File: src/sv/meu_pkg.sv
package meu_pkg;

    localparam int MAX_ENTITY_LEN = 16;
    localparam int CNT_W = $clog2(MAX_ENTITY_LEN + 1);
    localparam int IDX_W = $clog2(MAX_ENTITY_LEN);
    localparam int POS_W = $clog2(MAX_ENTITY_LEN + 7);
    localparam int CODE_W = 31;
    localparam int Q_DEPTH = 2;

    localparam logic [7:0] CH_AMP  = 8'h26;
    localparam logic [7:0] CH_HASH = 8'h23;
    localparam logic [7:0] CH_SEMI = 8'h3B;
    localparam logic [7:0] CH_X    = 8'h78;

    typedef enum logic [2:0] {
        MODE_IDLE,
        MODE_AMP,
        MODE_NAMED,
        MODE_HASH,
        MODE_DEC,
        MODE_HEX
    } mode_t;

    typedef enum logic [1:0] {
        ACT_FAIL,
        ACT_EXTEND,
        ACT_DONE
    } act_t;

    typedef enum logic [1:0] {
        TAIL_NONE,
        TAIL_LIT,
        TAIL_NAMED,
        TAIL_UTF8
    } tail_t;

    // At most one command per input transaction: replay bytes, then a tail
    typedef struct packed {
        logic [MAX_ENTITY_LEN-1:0][7:0] rep_buf;
        logic [CNT_W-1:0]               rep_cnt;
        tail_t                          tail_kind;
        logic [7:0]                     tail_byte;
        logic [2:0]                     which;
        logic [CODE_W-1:0]              code;
        logic                           last;
    } cmd_t;

    localparam logic [7:0] NAME_TAB [8][5] = '{
        '{"a", "m", "p", ";", 8'h00},
        '{"l", "t", ";", 8'h00, 8'h00},
        '{"g", "t", ";", 8'h00, 8'h00},
        '{"n", "b", "s", "p", ";"},
        '{"c", "o", "p", "y", ";"},
        '{"q", "u", "o", "t", ";"},
        '{"r", "e", "g", ";", 8'h00},
        '{"a", "p", "o", "s", ";"}
    };

    localparam logic [2:0] NAME_LEN [8] = '{3'd4, 3'd3, 3'd3, 3'd5, 3'd5, 3'd5, 3'd4, 3'd5};

    localparam logic [7:0] REPL_TAB [8][2] = '{
        '{8'h26, 8'h00}, '{8'h3C, 8'h00}, '{8'h3E, 8'h00}, '{8'h20, 8'h00},
        '{8'hC2, 8'hA9}, '{8'h22, 8'h00}, '{8'hC2, 8'hAE}, '{8'h27, 8'h00}
    };

    localparam logic [2:0] REPL_LEN [8] = '{3'd1, 3'd1, 3'd1, 3'd1, 3'd2, 3'd1, 3'd2, 3'd1};

    function automatic logic [7:0] name_char(logic [2:0] i, logic [2:0] k);
        logic [7:0] c;
        c = 8'h00;
        if (k <= 3'd4)
        begin
            c = NAME_TAB[i][k];
        end
        return c;
    endfunction

    function automatic logic [7:0] repl_byte(logic [2:0] i, logic [2:0] t);
        return REPL_TAB[i][t[0]];
    endfunction

    function automatic logic [2:0] utf8_len(logic [CODE_W-1:0] c);
        logic [2:0] n;
        if (c < 31'h80)
            n = 3'd1;
        else if (c < 31'h800)
            n = 3'd2;
        else if (c < 31'h10000)
            n = 3'd3;
        else if (c < 31'h200000)
            n = 3'd4;
        else if (c < 31'h4000000)
            n = 3'd5;
        else
            n = 3'd6;
        return n;
    endfunction

    function automatic logic [7:0] utf8_byte(logic [CODE_W-1:0] c, logic [2:0] n,
                                             logic [2:0] t);
        logic [2:0]        rem;
        logic [4:0]        shamt;
        logic [CODE_W-1:0] sh;
        logic [7:0]        lead;
        logic [7:0]        b;
        rem = n - 3'd1 - t;
        shamt = {rem, 2'b00} + {1'b0, rem, 1'b0};
        sh = c >> shamt;
        case (n)
            3'd2:    lead = 8'hC0;
            3'd3:    lead = 8'hE0;
            3'd4:    lead = 8'hF0;
            3'd5:    lead = 8'hF8;
            3'd6:    lead = 8'hFC;
            default: lead = 8'h00;
        endcase
        if (t == 3'd0)
            b = sh[7:0] | lead;
        else
            b = {2'b10, sh[5:0]};
        return b;
    endfunction

endpackage

File: src/sv/meu_front.sv
module meu_front
    import meu_pkg::*;
(
    input  logic       clk,
    input  logic       rst_n,
    input  logic       in_fire,
    input  logic [7:0] byte_in,
    input  logic       string_last,
    output logic       cmd_push,
    output cmd_t       cmd
);

    mode_t                          mode_reg, mode_next;
    logic [MAX_ENTITY_LEN-1:0][7:0] buf_reg, buf_next, buf_ext;
    logic [CNT_W-1:0]               cnt_reg, cnt_next;
    logic [CODE_W-1:0]              code_reg, code_next;
    logic                           ovf_reg, ovf_next;
    logic [7:0]                     alive_reg, alive_next;

    act_t        act;
    mode_t       tgt;
    logic [3:0]  digit;
    logic        has_digit;
    logic        is_hex;
    logic [7:0]  lc;
    logic [2:0]  k;
    logic [7:0]  ok;
    logic [7:0]  done_hit;
    logic [2:0]  which;
    logic        room;
    logic [35:0] v;
    logic        is_dig;

    // Classify the byte against the current parse mode
    always_comb
    begin
        lc = ((byte_in >= "A") && (byte_in <= "Z")) ? byte_in + 8'd32 : byte_in;
        k = cnt_reg[2:0] - 3'd1;
        is_dig = (byte_in >= "0") && (byte_in <= "9");
        ok = '0;
        done_hit = '0;
        which = '0;
        for (int i = 0; i < 8; i++)
        begin
            ok[i] = alive_reg[i] && (k < NAME_LEN[i]) && (lc == name_char(3'(i), k));
            done_hit[i] = ok[i] && (k + 3'd1 == NAME_LEN[i]);
        end
        for (int i = 7; i >= 0; i--)
        begin
            if (done_hit[i])
                which = 3'(i);
        end
        act = ACT_FAIL;
        tgt = mode_reg;
        digit = '0;
        has_digit = 1'b0;
        is_hex = 1'b0;
        case (mode_reg)
            MODE_AMP, MODE_NAMED:
            begin
                if (mode_reg == MODE_AMP && byte_in == CH_HASH)
                begin
                    act = ACT_EXTEND;
                    tgt = MODE_HASH;
                end
                else
                begin
                    tgt = MODE_NAMED;
                    if (|done_hit)
                        act = ACT_DONE;
                    else if (|ok)
                        act = ACT_EXTEND;
                end
            end
            MODE_HASH:
            begin
                if (byte_in == CH_X)
                begin
                    act = ACT_EXTEND;
                    tgt = MODE_HEX;
                end
                else if (is_dig)
                begin
                    act = ACT_EXTEND;
                    tgt = MODE_DEC;
                    digit = byte_in[3:0];
                    has_digit = 1'b1;
                end
            end
            MODE_DEC:
            begin
                if (is_dig)
                begin
                    act = ACT_EXTEND;
                    digit = byte_in[3:0];
                    has_digit = 1'b1;
                end
                else if (byte_in == CH_SEMI)
                    act = ACT_DONE;
            end
            MODE_HEX:
            begin
                is_hex = 1'b1;
                if (is_dig)
                begin
                    act = ACT_EXTEND;
                    digit = byte_in[3:0];
                    has_digit = 1'b1;
                end
                else if (lc >= "a" && lc <= "f")
                begin
                    act = ACT_EXTEND;
                    digit = lc[3:0] + 4'd9;
                    has_digit = 1'b1;
                end
                else if (byte_in == CH_SEMI)
                    act = ACT_DONE;
            end
            default:
                act = ACT_FAIL;
        endcase
    end

    // Step the parser and build the command for this transaction
    always_comb
    begin
        mode_next = mode_reg;
        buf_next = buf_reg;
        cnt_next = cnt_reg;
        code_next = code_reg;
        ovf_next = ovf_reg;
        alive_next = alive_reg;
        cmd = '0;
        cmd.last = string_last;
        cmd.code = code_reg;
        cmd.which = which;
        cmd.tail_byte = byte_in;
        cmd_push = 1'b0;
        room = cnt_reg < CNT_W'(MAX_ENTITY_LEN);
        buf_ext = buf_reg;
        if (room)
            buf_ext[cnt_reg[IDX_W-1:0]] = byte_in;
        if (is_hex)
            v = {1'b0, code_reg, 4'b0000} + {32'd0, digit};
        else
            v = {2'b00, code_reg, 3'b000} + {4'b0000, code_reg, 1'b0} + {32'd0, digit};

        if (in_fire)
        begin
            if (mode_reg == MODE_IDLE)
            begin
                if (byte_in == CH_AMP && !string_last)
                begin
                    buf_next[0] = CH_AMP;
                    cnt_next = CNT_W'(1);
                    code_next = '0;
                    ovf_next = 1'b0;
                    alive_next = '1;
                    mode_next = MODE_AMP;
                end
                else
                begin
                    cmd.tail_kind = TAIL_LIT;
                    cmd_push = 1'b1;
                end
            end
            else if (act == ACT_DONE && (mode_reg == MODE_AMP || mode_reg == MODE_NAMED))
            begin
                cmd.tail_kind = TAIL_NAMED;
                cmd_push = 1'b1;
                cnt_next = '0;
                mode_next = MODE_IDLE;
            end
            else if (act == ACT_DONE && code_reg != '0 && !ovf_reg)
            begin
                cmd.tail_kind = TAIL_UTF8;
                cmd_push = 1'b1;
                cnt_next = '0;
                mode_next = MODE_IDLE;
            end
            else if (act == ACT_EXTEND && room)
            begin
                if (string_last)
                begin
                    // flush the candidate including this byte
                    cmd.rep_buf = buf_ext;
                    cmd.rep_cnt = cnt_reg + CNT_W'(1);
                    cmd.tail_kind = TAIL_NONE;
                    cmd_push = 1'b1;
                    cnt_next = '0;
                    mode_next = MODE_IDLE;
                end
                else
                begin
                    buf_next = buf_ext;
                    cnt_next = cnt_reg + CNT_W'(1);
                    mode_next = tgt;
                    alive_next = ok;
                    if (has_digit && !ovf_reg)
                    begin
                        if (|v[35:31])
                        begin
                            ovf_next = 1'b1;
                            code_next = '0;
                        end
                        else
                            code_next = v[CODE_W-1:0];
                    end
                end
            end
            else
            begin
                // replay the candidate, then rescan the byte from idle
                cmd.rep_buf = buf_reg;
                cmd.rep_cnt = cnt_reg;
                cmd_push = 1'b1;
                cnt_next = '0;
                mode_next = MODE_IDLE;
                if (byte_in == CH_AMP && !string_last)
                begin
                    cmd.tail_kind = TAIL_NONE;
                    buf_next[0] = CH_AMP;
                    cnt_next = CNT_W'(1);
                    code_next = '0;
                    ovf_next = 1'b0;
                    alive_next = '1;
                    mode_next = MODE_AMP;
                end
                else
                    cmd.tail_kind = TAIL_LIT;
            end
        end
    end

    // Hold parser state
    always_ff @(posedge clk or negedge rst_n)
    begin
        if (!rst_n)
        begin
            mode_reg <= MODE_IDLE;
            cnt_reg <= '0;
            code_reg <= '0;
            ovf_reg <= 1'b0;
            alive_reg <= '0;
        end
        else
        begin
            mode_reg <= mode_next;
            cnt_reg <= cnt_next;
            code_reg <= code_next;
            ovf_reg <= ovf_next;
            alive_reg <= alive_next;
        end
    end

    always_ff @(posedge clk)
    begin
        buf_reg <= buf_next;
    end

endmodule

File: src/sv/meu_cmd_fifo.sv
module meu_cmd_fifo
    import meu_pkg::*;
(
    input  logic clk,
    input  logic rst_n,
    input  logic wr_en,
    input  cmd_t wr_data,
    output logic full,
    input  logic rd_en,
    output logic rd_valid,
    output cmd_t rd_data
);

    localparam int PTR_W = $clog2(Q_DEPTH);

    cmd_t             mem [Q_DEPTH];
    logic [PTR_W-1:0] wr_ptr_reg, rd_ptr_reg;
    logic [PTR_W:0]   count_reg;

    assign full = count_reg == (PTR_W + 1)'(Q_DEPTH);
    assign rd_valid = count_reg != '0;
    assign rd_data = mem[rd_ptr_reg];

    // Advance pointers and count
    always_ff @(posedge clk or negedge rst_n)
    begin
        if (!rst_n)
        begin
            wr_ptr_reg <= '0;
            rd_ptr_reg <= '0;
            count_reg <= '0;
        end
        else
        begin
            if (wr_en)
                wr_ptr_reg <= wr_ptr_reg + PTR_W'(1);
            if (rd_en)
                rd_ptr_reg <= rd_ptr_reg + PTR_W'(1);
            if (wr_en && !rd_en)
                count_reg <= count_reg + (PTR_W + 1)'(1);
            else if (rd_en && !wr_en)
                count_reg <= count_reg - (PTR_W + 1)'(1);
        end
    end

    always_ff @(posedge clk)
    begin
        if (wr_en)
            mem[wr_ptr_reg] <= wr_data;
    end

endmodule

File: src/sv/meu_back.sv
module meu_back
    import meu_pkg::*;
(
    input  logic       clk,
    input  logic       rst_n,
    input  logic       cmd_valid,
    input  cmd_t       cmd,
    output logic       cmd_pop,
    output logic       empty,
    input  logic       pop,
    output logic [7:0] byte_out,
    output logic       run_last,
    output logic       string_end
);

    logic [POS_W-1:0] pos_reg;
    logic             out_valid_reg;
    logic [7:0]       byte_reg;
    logic             run_last_reg;
    logic             string_end_reg;

    logic [2:0]       ulen;
    logic [2:0]       tail_len;
    logic [POS_W-1:0] total;
    logic [POS_W-1:0] t_full;
    logic [2:0]       t;
    logic             is_end;
    logic             advance;
    logic [7:0]       cur_byte;

    // Select the byte at the current position of the command
    always_comb
    begin
        ulen = utf8_len(cmd.code);
        case (cmd.tail_kind)
            TAIL_LIT:   tail_len = 3'd1;
            TAIL_NAMED: tail_len = REPL_LEN[cmd.which];
            TAIL_UTF8:  tail_len = ulen;
            default:    tail_len = 3'd0;
        endcase
        total = POS_W'(cmd.rep_cnt) + POS_W'(tail_len);
        is_end = pos_reg == total - POS_W'(1);
        t_full = pos_reg - POS_W'(cmd.rep_cnt);
        t = t_full[2:0];
        if (pos_reg < POS_W'(cmd.rep_cnt))
            cur_byte = cmd.rep_buf[pos_reg[IDX_W-1:0]];
        else
        begin
            case (cmd.tail_kind)
                TAIL_NAMED: cur_byte = repl_byte(cmd.which, t);
                TAIL_UTF8:  cur_byte = utf8_byte(cmd.code, ulen, t);
                default:    cur_byte = cmd.tail_byte;
            endcase
        end
        advance = cmd_valid && (!out_valid_reg || pop);
        cmd_pop = advance && is_end;
    end

    assign empty = !out_valid_reg;
    assign byte_out = byte_reg;
    assign run_last = run_last_reg;
    assign string_end = string_end_reg;

    // Advance through the command and load the output register
    always_ff @(posedge clk or negedge rst_n)
    begin
        if (!rst_n)
        begin
            pos_reg <= '0;
            out_valid_reg <= 1'b0;
        end
        else
        begin
            if (advance)
            begin
                out_valid_reg <= 1'b1;
                pos_reg <= is_end ? '0 : pos_reg + POS_W'(1);
            end
            else if (pop)
                out_valid_reg <= 1'b0;
        end
    end

    always_ff @(posedge clk)
    begin
        if (advance)
        begin
            byte_reg <= cur_byte;
            run_last_reg <= is_end;
            string_end_reg <= is_end && cmd.last;
        end
    end

endmodule

File: src/sv/markup_entity_unescaper.sv
// A result byte is registered in the command queue and then in the output register.
// Throughput: one input byte per cycle while each yields at most one output byte and pop keeps up;
// a replay or multi-byte replacement holds the back end while its bytes are emitted, and the
// input stalls once the two-entry command queue fills.
// Reset: asynchronous active-low rst_n returns the parser to idle and empties all queues.
module markup_entity_unescaper
    import meu_pkg::*;
(
    input  logic       clk,
    input  logic       rst_n,
    input  logic       push,
    output logic       full,
    input  logic [7:0] byte_in,
    input  logic       string_last,
    output logic       empty,
    input  logic       pop,
    output logic [7:0] byte_out,
    output logic       run_last,
    output logic       string_end
);

    logic in_fire;
    logic cmd_push;
    cmd_t cmd_in;
    cmd_t cmd_head;
    logic cmd_valid;
    logic cmd_pop;

    assign in_fire = push && !full;

    // Parse and classify input bytes
    meu_front u_front (
        .clk         (clk),
        .rst_n       (rst_n),
        .in_fire     (in_fire),
        .byte_in     (byte_in),
        .string_last (string_last),
        .cmd_push    (cmd_push),
        .cmd         (cmd_in)
    );

    // Decouple parser from emitter
    meu_cmd_fifo u_fifo (
        .clk      (clk),
        .rst_n    (rst_n),
        .wr_en    (cmd_push),
        .wr_data  (cmd_in),
        .full     (full),
        .rd_en    (cmd_pop),
        .rd_valid (cmd_valid),
        .rd_data  (cmd_head)
    );

    // Expand commands into output bytes
    meu_back u_back (
        .clk        (clk),
        .rst_n      (rst_n),
        .cmd_valid  (cmd_valid),
        .cmd        (cmd_head),
        .cmd_pop    (cmd_pop),
        .empty      (empty),
        .pop        (pop),
        .byte_out   (byte_out),
        .run_last   (run_last),
        .string_end (string_end)
    );

endmodule
File: config.mk
export PLATFORM = sky130hd
export DESIGN_NAME = markup_entity_unescaper
export DESIGN_NICKNAME = d
export VERILOG_FILES = /design/src/sv/meu_pkg.sv /design/src/sv/meu_front.sv /design/src/sv/meu_cmd_fifo.sv /design/src/sv/meu_back.sv /design/src/sv/markup_entity_unescaper.sv
export SDC_FILE = /design/constraint.sdc
export NUM_CORES = 1
export LEC_CHECK = 0
export ABC_AREA = 1
export BUFFER_PORTS_ARGS = -buffer_cell sky130_fd_sc_hd__buf_2
export CORE_MARGIN = 3
export CORE_UTILIZATION = 50
export DETAILED_ROUTE_END_ITERATION = 8
export PLACE_DENSITY_LB_ADDON = 0.05
export SLEW_MARGIN = 25
export SYNTH_ARGS = -nofsm -noshare
export SYNTH_HDL_FRONTEND = slang
export SYNTH_SLANG_ARGS = --single-unit
File: constraint.sdc
create_clock -name clk -period 14.6 [get_ports clk]
set_input_delay 0.73 -clock clk [delete_from_list [all_inputs] [get_ports clk]]
set_output_delay 0.73 -clock clk [all_outputs]
set_load 0.03 [all_outputs]
# Word level (Yosys, flattened, before mapping)
# Memories as Yosys holds them, arrays and structs flattened.
# Index checks and enable logic that the tools add are counted.
# totals
wordCells,346
inputBits,13
mem_bits_ro,664
ramBits,356
n_memories,11
output_inout_bits,12
regBits,196
# memory_table
memory,words,word_bits,read_ports,rd_ports_with_merged_regs,wr,line_no,text
u_fifo.mem,2,178,1,0,1,meu_cmd_fifo.sv:16,cmd_t mem [Q_DEPTH];
(name not given),8,16,1,0,0,meu_pkg.sv:79,return REPL_TAB[i][t[0]];
(name not given),8,8,1,0,0,meu_pkg.sv:73,c = NAME_TAB[i][k];
(name not given),8,8,1,0,0,meu_pkg.sv:73,
(name not given),8,8,1,0,0,meu_pkg.sv:73,
(name not given),8,8,1,0,0,meu_pkg.sv:73,
5 more memories,-,-,-,-,-,-,
# classes
n_shift,1
reduce_logical,65
addsub,19
n_eq_ne,40
bitwise,8
n_mux,150
n_lt_le_gt_ge,23
# ops
cell,count
$mux W135,3
$mux W133,3
$mux W8,46
$mux W31,8
$bwmux W128,1
$mux W128,1
$mux W3,22
$eq A8 B8 Y1,8
$logic_and A1 B1 Y1,41
$pmux W8 S5,1
$add A35 B4 Y36,1
$add A36 B4 Y36,1
$mux W36,1
$add A34 B32 Y35,1
$mux W5,7
$bmux W8 S4,1
$demux W8 S4,1
$mux W16,2
$lt A31 B12 Y1 const B,1
$lt A31 B17 Y1 const B,1
$lt A31 B22 Y1 const B,1
$lt A31 B27 Y1 const B,1
$lt A31 B8 Y1 const B,1
$reduce_bool A31 Y1,1
other kinds (63),151

# Depth between registers and ports, before layout
# Gate-level depths: netlist of run 1.
# logic_depth
depth_word,24
ltp_mapped,41
ltp_nobuf,39

# Modules after synthesis
# From an unflattened synthesis of run 1, not the netlist that was laid out.
# hier_totals
cells_unflattened,3308
area_unflattened_um2,32434.9
# by_module_without_submodules
module,n_inst,seq_area_each_um2,area_each_um2,cells_each
meu_front,1,5044.8,15260.9,2093
meu_cmd_fifo,1,10790.3,13464.2,579
meu_back,1,450.4,3699.8,634
markup_entity_unescaper,1,0.0,10.0,2

# Worst setup path before layout of run 1
# No wires, ideal clock.
# synth_timing
path_type,input to register
startpoint,input port byte_in[0]
endpoint,"memory u_fifo.mem[1][0] (netlist bit), enable pin"
arrival_time_ns,10.830
setup_slack_ns,3.051
required_ns,13.880
n_path_buf,3
stages,25
setup_time_ns,0.720
path_cell_list,buf_2 -> inv_1 -> clkbuf_1 -> clkbuf_1 -> ha_1 -> nand3_1 -> nand2_1 -> nand3_4 -> nand3_1 -> nand2_1 -> inv_2 -> nand3_1 -> nor2_1 -> nand3_1 -> nand2_1 -> nor2_1 -> nand3_1 -> nand2_1 -> nand2_1 -> nand2_2 -> nand2_2 -> inv_1 -> nand2_1 -> nand2_1 -> nor2_1
# synth_between
elab_chain_len,19
word_cells_on_any_way,67
classes_between,1 x add/sub; 6 x order compare; 14 x eq/ne; 19 x mux; 27 x reduce/logical
# synth_lines
item,line_no,text
start: declaration,markup_entity_unescaper.sv:13,"input logic [7:0] byte_in,"
$ge A8 B7 Y1 / $le A8 B7 Y1 (equally long branches),meu_front.sv:37,"lc = ((byte_in >= ""A"") && (byte_in <= ""Z"")) ? byte_in + 8'd32 : byte_in;"
$logic_and A1 B1 Y1,meu_front.sv:37,
$mux W8,meu_front.sv:37,
$eq A8 B8 Y1,meu_front.sv:45,"ok[i] = alive_reg[i] && (k < NAME_LEN[i]) && (lc == name_char(3'(i), k));"
$logic_and A1 B1 Y1,meu_front.sv:45,
$reduce_or A8 Y1 / $logic_and A1 B1 Y1 (equally long branches),"meu_front.sv:71, meu_front.sv:46",
$mux W1 / $reduce_or A8 Y1 (equally long branches),"meu_front.sv:71, meu_front.sv:69",
$mux W2,meu_front.sv:69,if (|done_hit)
[... 3 more ...],-,
"$logic_and A1 B1 Y1, on equally long branches","meu_front.sv:181, meu_front.sv:174",
$mux W1 / $logic_and A1 B1 Y1 (equally long branches),"meu_front.sv:181, meu_front.sv:174",
$mux W1,meu_front.sv:174,else if (act == ACT_DONE && code_reg != '0 && !ovf_reg)
$mux W1,meu_front.sv:167,else if (act == ACT_DONE && (mode_reg == MODE_AMP || mode_reg == MODE_NAMED))
$mux W1 *,meu_front.sv:150,if (mode_reg == MODE_IDLE)
$mux W1 *,meu_front.sv:148,if (in_fire)
$mux W1 *,meu_cmd_fifo.sv:48,if (wr_en)
$mux W1 (implied by the code) *,meu_cmd_fifo.sv:49,mem[wr_ptr_reg] <= wr_data;
end: declaration,meu_cmd_fifo.sv:16,
# Mark *: on every way between the ends. The rest lies on a longest branch, timed or not.

# Worst setup path after layout of run 1
# layout_timing
startpoint,register u_front.cnt_reg[0]
endpoint,"register u_front.buf_reg[101] (netlist bit), enable pin"
# layout_between
elab_chain_len,18
word_cells_on_any_way,90
classes_between,2 x add/sub; 5 x order compare; 13 x eq/ne; 28 x mux; 3 x bitwise; 31 x reduce/logical; 8 x memory
# layout_lines
item,line_no,text
start: declaration,meu_front.sv:15,"logic [CNT_W-1:0] cnt_reg, cnt_next;"
start signal: assignment,meu_front.sv:249,cnt_reg <= cnt_next;
$sub A3 B1 Y3,meu_front.sv:38,k = cnt_reg[2:0] - 3'd1;
$not A3 Y4 (implied by the code),meu_pkg.sv:73,
$mem_v2 Z8 W8,-,
$mux W8 (implied by the code) (2 in series),meu_pkg.sv:73,
$mux W8,meu_pkg.sv:71,if (k <= 3'd4)
$eq A8 B8 Y1,meu_front.sv:45,
$logic_and A1 B1 Y1,meu_front.sv:45,
$reduce_or A8 Y1 / $logic_and A1 B1 Y1 (equally long branches),"meu_front.sv:71, meu_front.sv:46",
$mux W1 / $reduce_or A8 Y1 (equally long branches),"meu_front.sv:71, meu_front.sv:69",
$mux W2,meu_front.sv:69,
$mux W2,meu_front.sv:61,if (mode_reg == MODE_AMP && byte_in == CH_HASH)
$pmux W2 S4,meu_front.sv:58,case (mode_reg)
$eq A2 B2 Y1,"meu_front.sv:167, meu_front.sv:174",
$logic_and A1 B1 Y1 (2 in series),meu_front.sv:174,
$not A1 Y1 (no source line),-,
$reduce_and A6 Y1 (no source line) *,-,
end signal: assignment,meu_front.sv:258,buf_reg <= buf_next;
end: declaration,meu_front.sv:14,"logic [MAX_ENTITY_LEN-1:0][7:0] buf_reg, buf_next, buf_ext;"
# Mark *: on every way between the ends. The rest lies on a longest branch, timed or not. The select of a mux whose other input is x is not followed.
# A chain may end at the register's enable or synchronous reset.

==> flow_results.xml, run 1 <==
<?xml version="1.0" encoding="UTF-8"?>
<metrics>
  <group name="setup_path">
    <metric name="worstRegToRegCells" unit="">22</metric>
    <metric name="setup.worst_path.class" unit="">reg -&gt; reg</metric>
    <metric name="cp_cell_sequence" unit="">inv_1 -&gt; ha_1 -&gt; ha_1 -&gt; inv_2 -&gt; nand2_2 -&gt; nand2_1 -&gt; xor2_1 -&gt; nor4_1 -&gt; nand3_1 -&gt; nand2_1 -&gt; nor2_1 -&gt; nand2_1 -&gt; nand3_1 -&gt; nand2_1 -&gt; nand2_1 -&gt; nand2_2 -&gt; nand2_8 -&gt; inv_1 -&gt; nand2_1 -&gt; nor2_4 -&gt; buf_4 -&gt; buf_4</metric>
    <metric name="critical_path_arrival" unit="ns">7.48</metric>
    <metric name="worst_path_largest_cell_delay" unit="ns">0.77</metric>
    <metric name="timing.critical_path.slowest_stage_cell" unit="">buf_4</metric>
    <metric name="critical_path.startpoint_type" unit="">register</metric>
    <metric name="timing.reg2reg.setup_slack" unit="ns">7.36</metric>
    <metric name="top_delay_family_on_crit_path" unit="">buffers and inverters</metric>
    <metric name="worst_setup_path_end_kind" unit="">register</metric>
    <metric name="cell_occurring_most_often_along_the_worst_timing_path" unit="">nand2_1</metric>
    <metric name="ff_to_ff_start" unit="">u_front.cnt_reg[0]</metric>
    <metric name="timing.critical_path.buf_inv" unit="">5</metric>
    <metric name="capturing_point_of_the_worst_reg2reg_path" unit="">u_front.buf_reg[101]</metric>
    <metric name="worst_ep_required_time" unit="ns">14.84</metric>
    <metric name="timing.critical_path.fanout_max" unit="">81</metric>
  </group>
  <group name="timing">
    <metric name="slew_violations" unit="">0</metric>
    <metric name="setup-tns-final" unit="ns">0</metric>
    <metric name="clock.fmax" unit="MHz">138.2</metric>
    <metric name="layout_min_cycle_time" unit="ns">7.235</metric>
    <metric name="worst_slew_margin_rel" unit="%">30.49</metric>
    <metric name="final_hold_viol_count" unit="">0</metric>
    <metric name="final_min_period_over_clock_period" unit="%">49.56</metric>
    <metric name="final.hold.worst_slack" unit="ns">0.2847</metric>
    <metric name="setup-violations-final" unit="">0</metric>
    <metric name="tightestPinTransition" unit="ns">1.043</metric>
    <metric name="grt_setup_unrepaired" unit="">no</metric>
    <metric name="fin_worst_skew" unit="ns">0.04804</metric>
  </group>
  <group name="routing">
    <metric name="first_iter_violations" unit="">2454</metric>
    <metric name="routed_vias_inst" unit="">6.043</metric>
    <metric name="post_drt_wl_per_cell" unit="um">22.74</metric>
    <metric name="detail_route.drc_violations" unit="">0</metric>
    <metric name="ant_nets" unit="">0</metric>
    <metric name="detail_route.first_pass.iterations" unit="">6</metric>
    <metric name="routed_wl" unit="um">96720</metric>
    <metric name="route.vias.total" unit="">25700</metric>
  </group>
  <group name="logic_synthesis">
    <metric name="netlist_instances" unit="">3504</metric>
    <metric name="ys_ff_latch" unit="">552</metric>
    <metric name="synth.yosys.seq_area_share" unit="%">52.69</metric>
    <metric name="postSynthNetCount" unit="">3590</metric>
    <metric name="synth_edf_count" unit="">494</metric>
    <metric name="ys_dominant_reg_cell" unit="">edfxtp_1</metric>
    <metric name="synth_cell_type_count" unit="">54</metric>
    <metric name="async_flop_share" unit="%">10.51</metric>
    <metric name="syn_area" unit="um2">30910</metric>
    <metric name="ys_warn_count" unit="">0</metric>
    <metric name="postSynthAreaPerCell" unit="um2">8.821</metric>
  </group>
  <group name="floorplanning">
    <metric name="floorplan.initialDensity" unit="%">50.83</metric>
    <metric name="fp.dieH" unit="um">254.6</metric>
    <metric name="dieArea" unit="um2">64840</metric>
    <metric name="design.portCount" unit="">25</metric>
    <metric name="design.core.area" unit="um2">60810</metric>
    <metric name="number_of_placement_rows" unit="">90</metric>
    <metric name="fp.dieW" unit="um">254.6</metric>
  </group>
  <group name="run">
    <metric name="max-cap-violations" unit="">0</metric>
  </group>
  <group name="clock_tree">
    <metric name="hold_buffers" unit="">0</metric>
    <metric name="cts_tree" unit="">built</metric>
    <metric name="cts-resized-gates" unit="">0</metric>
    <metric name="cts.root.buffer_cell" unit="">clkbuf_16</metric>
    <metric name="cts.sinks" unit="">552</metric>
    <metric name="ctsLongestPathBuffers" unit="">3</metric>
    <metric name="cts_inserted_buffers" unit="">58</metric>
    <metric name="clock_latency_on_the_worst_skew_pair" unit="ns">0.64</metric>
    <metric name="htree_num_levels" unit="">2</metric>
    <metric name="clk_pin_slew_worst_paths" unit="ns">0.06</metric>
    <metric name="postCtsSetupBuffers" unit="">0</metric>
  </group>
  <group name="global_routing">
    <metric name="pin_count_of_the_biggest_net_entering_global_routing" unit="">180</metric>
    <metric name="grt-ovfl-total" unit="">0</metric>
    <metric name="grt_usage" unit="%">29.57</metric>
    <metric name="grt_pass1_vias" unit="">24380</metric>
    <metric name="antenna_found_initial" unit="">4</metric>
    <metric name="first_pass_grt_wire_length" unit="um">147400</metric>
  </group>
  <group name="finish">
    <metric name="layout_common_cells" unit="">nand2_1, edfxtp_1, nor2_1, o21ai_0, nand3_1</metric>
    <metric name="drive_gt1_share" unit="%">6.138</metric>
    <metric name="final_nets" unit="">3512</metric>
    <metric name="largest_reg_flops" unit="">356</metric>
    <metric name="synth_to_layout_area_growth" unit="%">7.744</metric>
    <metric name="mostFrequentLayoutCell" unit="">nand2_1</metric>
  </group>
  <group name="power_and_ir_drop">
    <metric name="p_leak" unit="nW">13.08</metric>
    <metric name="vdd_ir_drop_max" unit="mV">0.3560</metric>
    <metric name="power.density" unit="nW/um2">208.8</metric>
  </group>
  <group name="worst_hold_path">
    <metric name="timing.hold.worst.class" unit="">in -&gt; reg</metric>
    <metric name="whs_path_depth" unit="">2</metric>
    <metric name="hold_worst_path_end" unit="">u_back.out_valid_reg</metric>
    <metric name="hold_path_start" unit="">pop</metric>
  </group>
  <group name="placement">
    <metric name="dp_hpwl" unit="um">64110</metric>
    <metric name="portBuffers" unit="">24</metric>
    <metric name="gp_congestion" unit="">0.9437</metric>
  </group>
  <group name="run_status">
    <metric name="status" unit="">completed</metric>
  </group>
</metrics>
==> through the flow <==
step / cell area [um2] / utilization, % / setup WS, ns / instances / total power [mW]
finish: 33300 / 54.77 / 7.365 / 4253 / 6.955
global route: 33300 / 54.76 / 6.898 / 4252 / 7.422
detailed placement: 31400 / 51.64 / 7.461 / 4147 / 5.486
floorplan: 30910 / - / 3.051 / 3504 / 4.602
global placement: 31400 / 51.64 / 7.372 / 4147 / 5.456
CTS: 33270 / 54.71 / 7.463 / 4251 / 6.931
==> power breakdown <==
group	switching, mW	leakage (nW)	total [mW]	internal, mW
logic	2.29	6.73	3.27	0.973
registers	0.131	5.44	2.25	2.11
clock network	0.629	0.911	1.44	0.814
==> cell usage after synthesis (29+ instances only) <==
library cell / number / area (um2)
nand2_1: 797 / 2992
edfxtp_1: 494 / 14830
nor2_1: 471 / 1768
o21ai_0: 372 / 1862
inv_1: 223 / 837.1
nand3_1: 221 / 1106
a22oi_1: 124 / 930.9
clkbuf_1: 111 / 416.7
a21oi_1: 85 / 425.4
ha_1: 67 / 838.3
dfrtp_1: 58 / 1451
o221ai_1: 48 / 420.4
xor2_1: 47 / 411.6
buf_2: 44 / 220.2
nand4_1: 37 / 231.5
o21ai_1: 33 / 165.2
o22ai_1: 32 / 200.2
o211ai_1: 29 / 217.7
==> cells by family (layout without fill, tap and decap cells) <==
group / count (synthesis) / after routing / share of synthesized area [%]
simple gates: 1620 / 1620 / 21.77
other cells: 0 / 1 / 0
mux: 9 / 9 / 0.2915
compound gates: 758 / 758 / 14.52
buf+inv: 431 / 397 / 5.853
fa+ha+maj: 73 / 73 / 3.101
xor+xnor: 61 / 61 / 1.777
flops: 552 / 552 / 52.69
==> how the worst max path moves through the flow <==
stage,cells past startpoint,start,end
after global routing,22,u_front.cnt_reg[0],u_front.buf_reg[118]
after global placement,25,byte_in[1],u_front.buf_reg[71]
after CTS,22,u_front.cnt_reg[0],u_front.buf_reg[111]
after floorplan,25,byte_in[0],u_fifo.mem[1][0]
final,22,u_front.cnt_reg[0],u_front.buf_reg[101]
after detailed placement,22,u_front.cnt_reg[0],u_front.buf_reg[101]
==> per-layer routing <==
layer / global-route usage (%) / up-vias / routed length [um]
li1: - / 12080 / -
met3: 4.467 / 183 / 6915
met1: 39.95 / 12380 / 40540
met2: 49.00 / 1053 / 45830
met5: 0 / - / 41
met4: 10.23 / 6 / 3395
==> area by class of cell <==
| type | instances | area (um2) |
|---|---|---|
| Sequential cell | 552 | 16290 |
| Clock inverter | 31 | 312.8 |
| Fill cell | 5568 | 27510 |
| Clock buffer | 73 | 1558 |
| Multi-Input combinational cell | 2521 | 12860 |
| Tap cell | 782 | 978.4 |
| Inverter | 239 | 907.1 |
| Timing Repair Buffer | 54 | 394.1 |
| Antenna cell | 1 | 2.502 |
Power figures use the tool's default switching activity.
==> inputs of run 2 (changes only) <==
==> constraint.sdc (replaced) <==
create_clock -name clk -period 6.8 [get_ports clk]
set_input_delay 0.34 -clock clk [delete_from_list [all_inputs] [get_ports clk]]
set_output_delay 0.34 -clock clk [all_outputs]
set_load 0.03 [all_outputs]
==> run 2 against run 1 <==
Effect of this change: clock-buffer cell count unchanged; via count up 0.40%; critical endpoint is now u_front.code_reg[3]; setup slack worse by 6.6 ns; design area up 0.60%; worst hold slack worse by 0.16 ns; maximum frequency up 20%; power up 120%.
==> flow_results.xml, run 2 (synthesis results as in run 1) <==
<?xml version="1.0" encoding="UTF-8"?>
<metrics>
  <group name="global_routing">
    <metric name="grt-ovfl-total" unit="">0</metric>
    <metric name="gr-max-usage-layer" unit="">met1</metric>
    <metric name="first_pass_grt_wire_length" unit="um">146100</metric>
    <metric name="met3_usage" unit="%">6.170</metric>
    <metric name="antenna_found_initial" unit="">5</metric>
    <metric name="grt_use_met1" unit="%">45.28</metric>
    <metric name="pin_count_of_the_biggest_net_entering_global_routing" unit="">221</metric>
    <metric name="grtUsageMet2" unit="%">42.82</metric>
    <metric name="grt_usage" unit="%">29.58</metric>
    <metric name="grt_pass1_vias" unit="">24400</metric>
  </group>
  <group name="setup_path">
    <metric name="worst_ep_required_time" unit="ns">7.29</metric>
    <metric name="setup.worst_path.class" unit="">reg -&gt; reg</metric>
    <metric name="capturing_point_of_the_worst_reg2reg_path" unit="">u_front.code_reg[3]</metric>
    <metric name="critical_path_arrival" unit="ns">6.50</metric>
    <metric name="ff_to_ff_start" unit="">u_front.cnt_reg[0]</metric>
    <metric name="timing.critical_path.fanout_max" unit="">220</metric>
    <metric name="top_delay_family_on_crit_path" unit="">simple AND/OR/NAND/NOR gates</metric>
    <metric name="timing.reg2reg.setup_slack" unit="ns">0.79</metric>
    <metric name="worstRegToRegCells" unit="">22</metric>
    <metric name="timing.critical_path.buf_inv" unit="">4</metric>
    <metric name="worst_setup_path_end_kind" unit="">register</metric>
    <metric name="cp_cell_sequence" unit="">inv_1 -&gt; ha_1 -&gt; ha_1 -&gt; inv_2 -&gt; nand2_2 -&gt; nand2_1 -&gt; xor2_1 -&gt; nor4_1 -&gt; nand3_1 -&gt; nand2_1 -&gt; nor2_1 -&gt; nand3_1 -&gt; nand2_1 -&gt; nand2_1 -&gt; nand2_2 -&gt; nand2_8 -&gt; buf_12 -&gt; nor2_1 -&gt; nor2_4 -&gt; inv_2 -&gt; nand2_1 -&gt; nand2_1</metric>
    <metric name="timing.critical_path.slowest_stage_cell" unit="">buf_12</metric>
    <metric name="cell_occurring_most_often_along_the_worst_timing_path" unit="">nand2_1</metric>
    <metric name="critical_path.startpoint_type" unit="">register</metric>
    <metric name="worst_path_largest_cell_delay" unit="ns">0.72</metric>
  </group>
  <group name="power_and_ir_drop">
    <metric name="power.density" unit="nW/um2">450.5</metric>
    <metric name="vdd_ir_drop_max" unit="mV">0.4970</metric>
    <metric name="design_power_total" unit="mW">15.09</metric>
    <metric name="p_leak" unit="nW">13.19</metric>
  </group>
  <group name="routing">
    <metric name="routed_vias_inst" unit="">6.039</metric>
    <metric name="ant_nets" unit="">0</metric>
    <metric name="detail_route.drc_violations" unit="">0</metric>
    <metric name="first_iter_violations" unit="">2985</metric>
    <metric name="route.vias.total" unit="">25800</metric>
    <metric name="post_drt_wl_per_cell" unit="um">22.52</metric>
    <metric name="routed_wl" unit="um">96250</metric>
    <metric name="detail_route.first_pass.iterations" unit="">5</metric>
  </group>
  <group name="floorplanning">
    <metric name="design.core.area" unit="um2">60810</metric>
    <metric name="design.portCount" unit="">25</metric>
    <metric name="number_of_placement_rows" unit="">90</metric>
    <metric name="fp.dieH" unit="um">254.6</metric>
    <metric name="fp.dieW" unit="um">254.6</metric>
    <metric name="dieArea" unit="um2">64840</metric>
    <metric name="floorplan.initialDensity" unit="%">50.83</metric>
  </group>
  <group name="worst_hold_path">
    <metric name="hold_worst_path_end" unit="">u_fifo.mem[0][42]</metric>
    <metric name="whs_path_depth" unit="">1</metric>
    <metric name="hold_path_start" unit="">byte_in[7]</metric>
    <metric name="timing.hold.worst.class" unit="">in -&gt; reg</metric>
  </group>
  <group name="finish">
    <metric name="drive_gt1_share" unit="%">6.388</metric>
    <metric name="final_nets" unit="">3530</metric>
    <metric name="mostFrequentLayoutCell" unit="">nand2_1</metric>
    <metric name="synth_to_layout_area_growth" unit="%">8.387</metric>
    <metric name="multiInputGateArea" unit="um2">12870</metric>
    <metric name="largest_reg_flops" unit="">356</metric>
    <metric name="n_antenna_cell" unit="">0</metric>
    <metric name="seq_area" unit="um2">16290</metric>
    <metric name="layout.filler_cells" unit="">5480</metric>
    <metric name="layout_common_cells" unit="">nand2_1, edfxtp_1, nor2_1, o21ai_0</metric>
  </group>
  <group name="run_status">
    <metric name="status" unit="">completed</metric>
  </group>
  <group name="clock_tree">
    <metric name="ctsLongestPathBuffers" unit="">3</metric>
    <metric name="cts-resized-gates" unit="">0</metric>
    <metric name="cts.sinks" unit="">552</metric>
    <metric name="clock_latency_on_the_worst_skew_pair" unit="ns">0.64</metric>
    <metric name="clk_pin_slew_worst_paths" unit="ns">0.06</metric>
    <metric name="cts_inserted_buffers" unit="">58</metric>
    <metric name="htree_num_levels" unit="">2</metric>
    <metric name="cts.root.buffer_cell" unit="">clkbuf_16</metric>
    <metric name="cts_tree" unit="">built</metric>
  </group>
  <group name="timing">
    <metric name="slew_violations" unit="">0</metric>
    <metric name="clock.fmax" unit="MHz">166.3</metric>
    <metric name="final.hold.worst_slack" unit="ns">0.1283</metric>
    <metric name="tightestPinTransition" unit="ns">1.050</metric>
    <metric name="final_hold_viol_count" unit="">0</metric>
    <metric name="grt_setup_unrepaired" unit="">no</metric>
    <metric name="layout_min_cycle_time" unit="ns">6.013</metric>
    <metric name="setup-violations-final" unit="">0</metric>
    <metric name="fin_worst_skew" unit="ns">0.05077</metric>
    <metric name="final_min_period_over_clock_period" unit="%">88.42</metric>
    <metric name="worst_slew_margin_rel" unit="%">30.01</metric>
  </group>
  <group name="run">
    <metric name="max-cap-violations" unit="">0</metric>
  </group>
  <group name="placement">
    <metric name="portBuffers" unit="">24</metric>
    <metric name="dp_hpwl" unit="um">64230</metric>
    <metric name="gp_congestion" unit="">0.9538</metric>
  </group>
</metrics>
## run 2: metrics by stage
| step | instances | cell area, um2 | worst slack [ns] | utilization, % | setup TNS, ns |
|---|---|---|---|---|---|
| after floorplan | 3504 | 30920 | -1.399 | - | -496.01 |
| after global placement | 4163 | 31630 | 0.7553 | 52.02 | 0 |
| after detailed placement | 4163 | 31630 | 0.9158 | 52.02 | 0 |
| after CTS | 4273 | 33490 | 0.8679 | 55.08 | 0 |
| after global routing | 4273 | 33500 | 0.3213 | 55.09 | 0 |
| final | 4273 | 33500 | 0.7872 | 55.09 | 0 |
## run 2: worst max-delay path by stage
stage                                   from              endpoint  slack, ns  cells after the start
after floorplan           u_front.cnt_reg[0]      u_fifo.mem[1][0]      -1.40                     23
after global placement    u_front.cnt_reg[0]  u_front.code_reg[19]       0.76                     22
after detailed placement  u_front.cnt_reg[0]  u_front.code_reg[15]       0.92                     22
after CTS                 u_front.cnt_reg[0]   u_front.code_reg[2]       0.87                     22
after global routing      u_front.cnt_reg[0]   u_front.code_reg[8]       0.32                     22
final                     u_front.cnt_reg[0]   u_front.code_reg[3]       0.79                     22
## run 2: area by class of cell
class,instances,area share (%)
flip-flops and latches,552,48.63
multi-input cells,2521,38.40
clock buffers,73,4.560
well taps,782,2.921
inverters,239,2.708
repair buffers,72,1.867
clock inverters,34,0.9113
## run 2: repair_timing
| action | CTS | global route |
|---|---|---|
| hold endpoints to repair | 61 | 0 |
| buffers inserted | 0 | 0 |
| hold buffers | 3 | 0 |
## run 2: per-layer routing
metal  vias up  wire length, um
li1      12110                -
met1     12420            44750
met2      1136            39960
met3       129             9335
met4         4             2186
met5         -               15
## run 2: power breakdown
part | internal, mW | switching (mW)
registers | 4.53 | 0.271
clock network | 1.71 | 1.36
logic | 2.15 | 5.07
total | 8.40 | 6.70
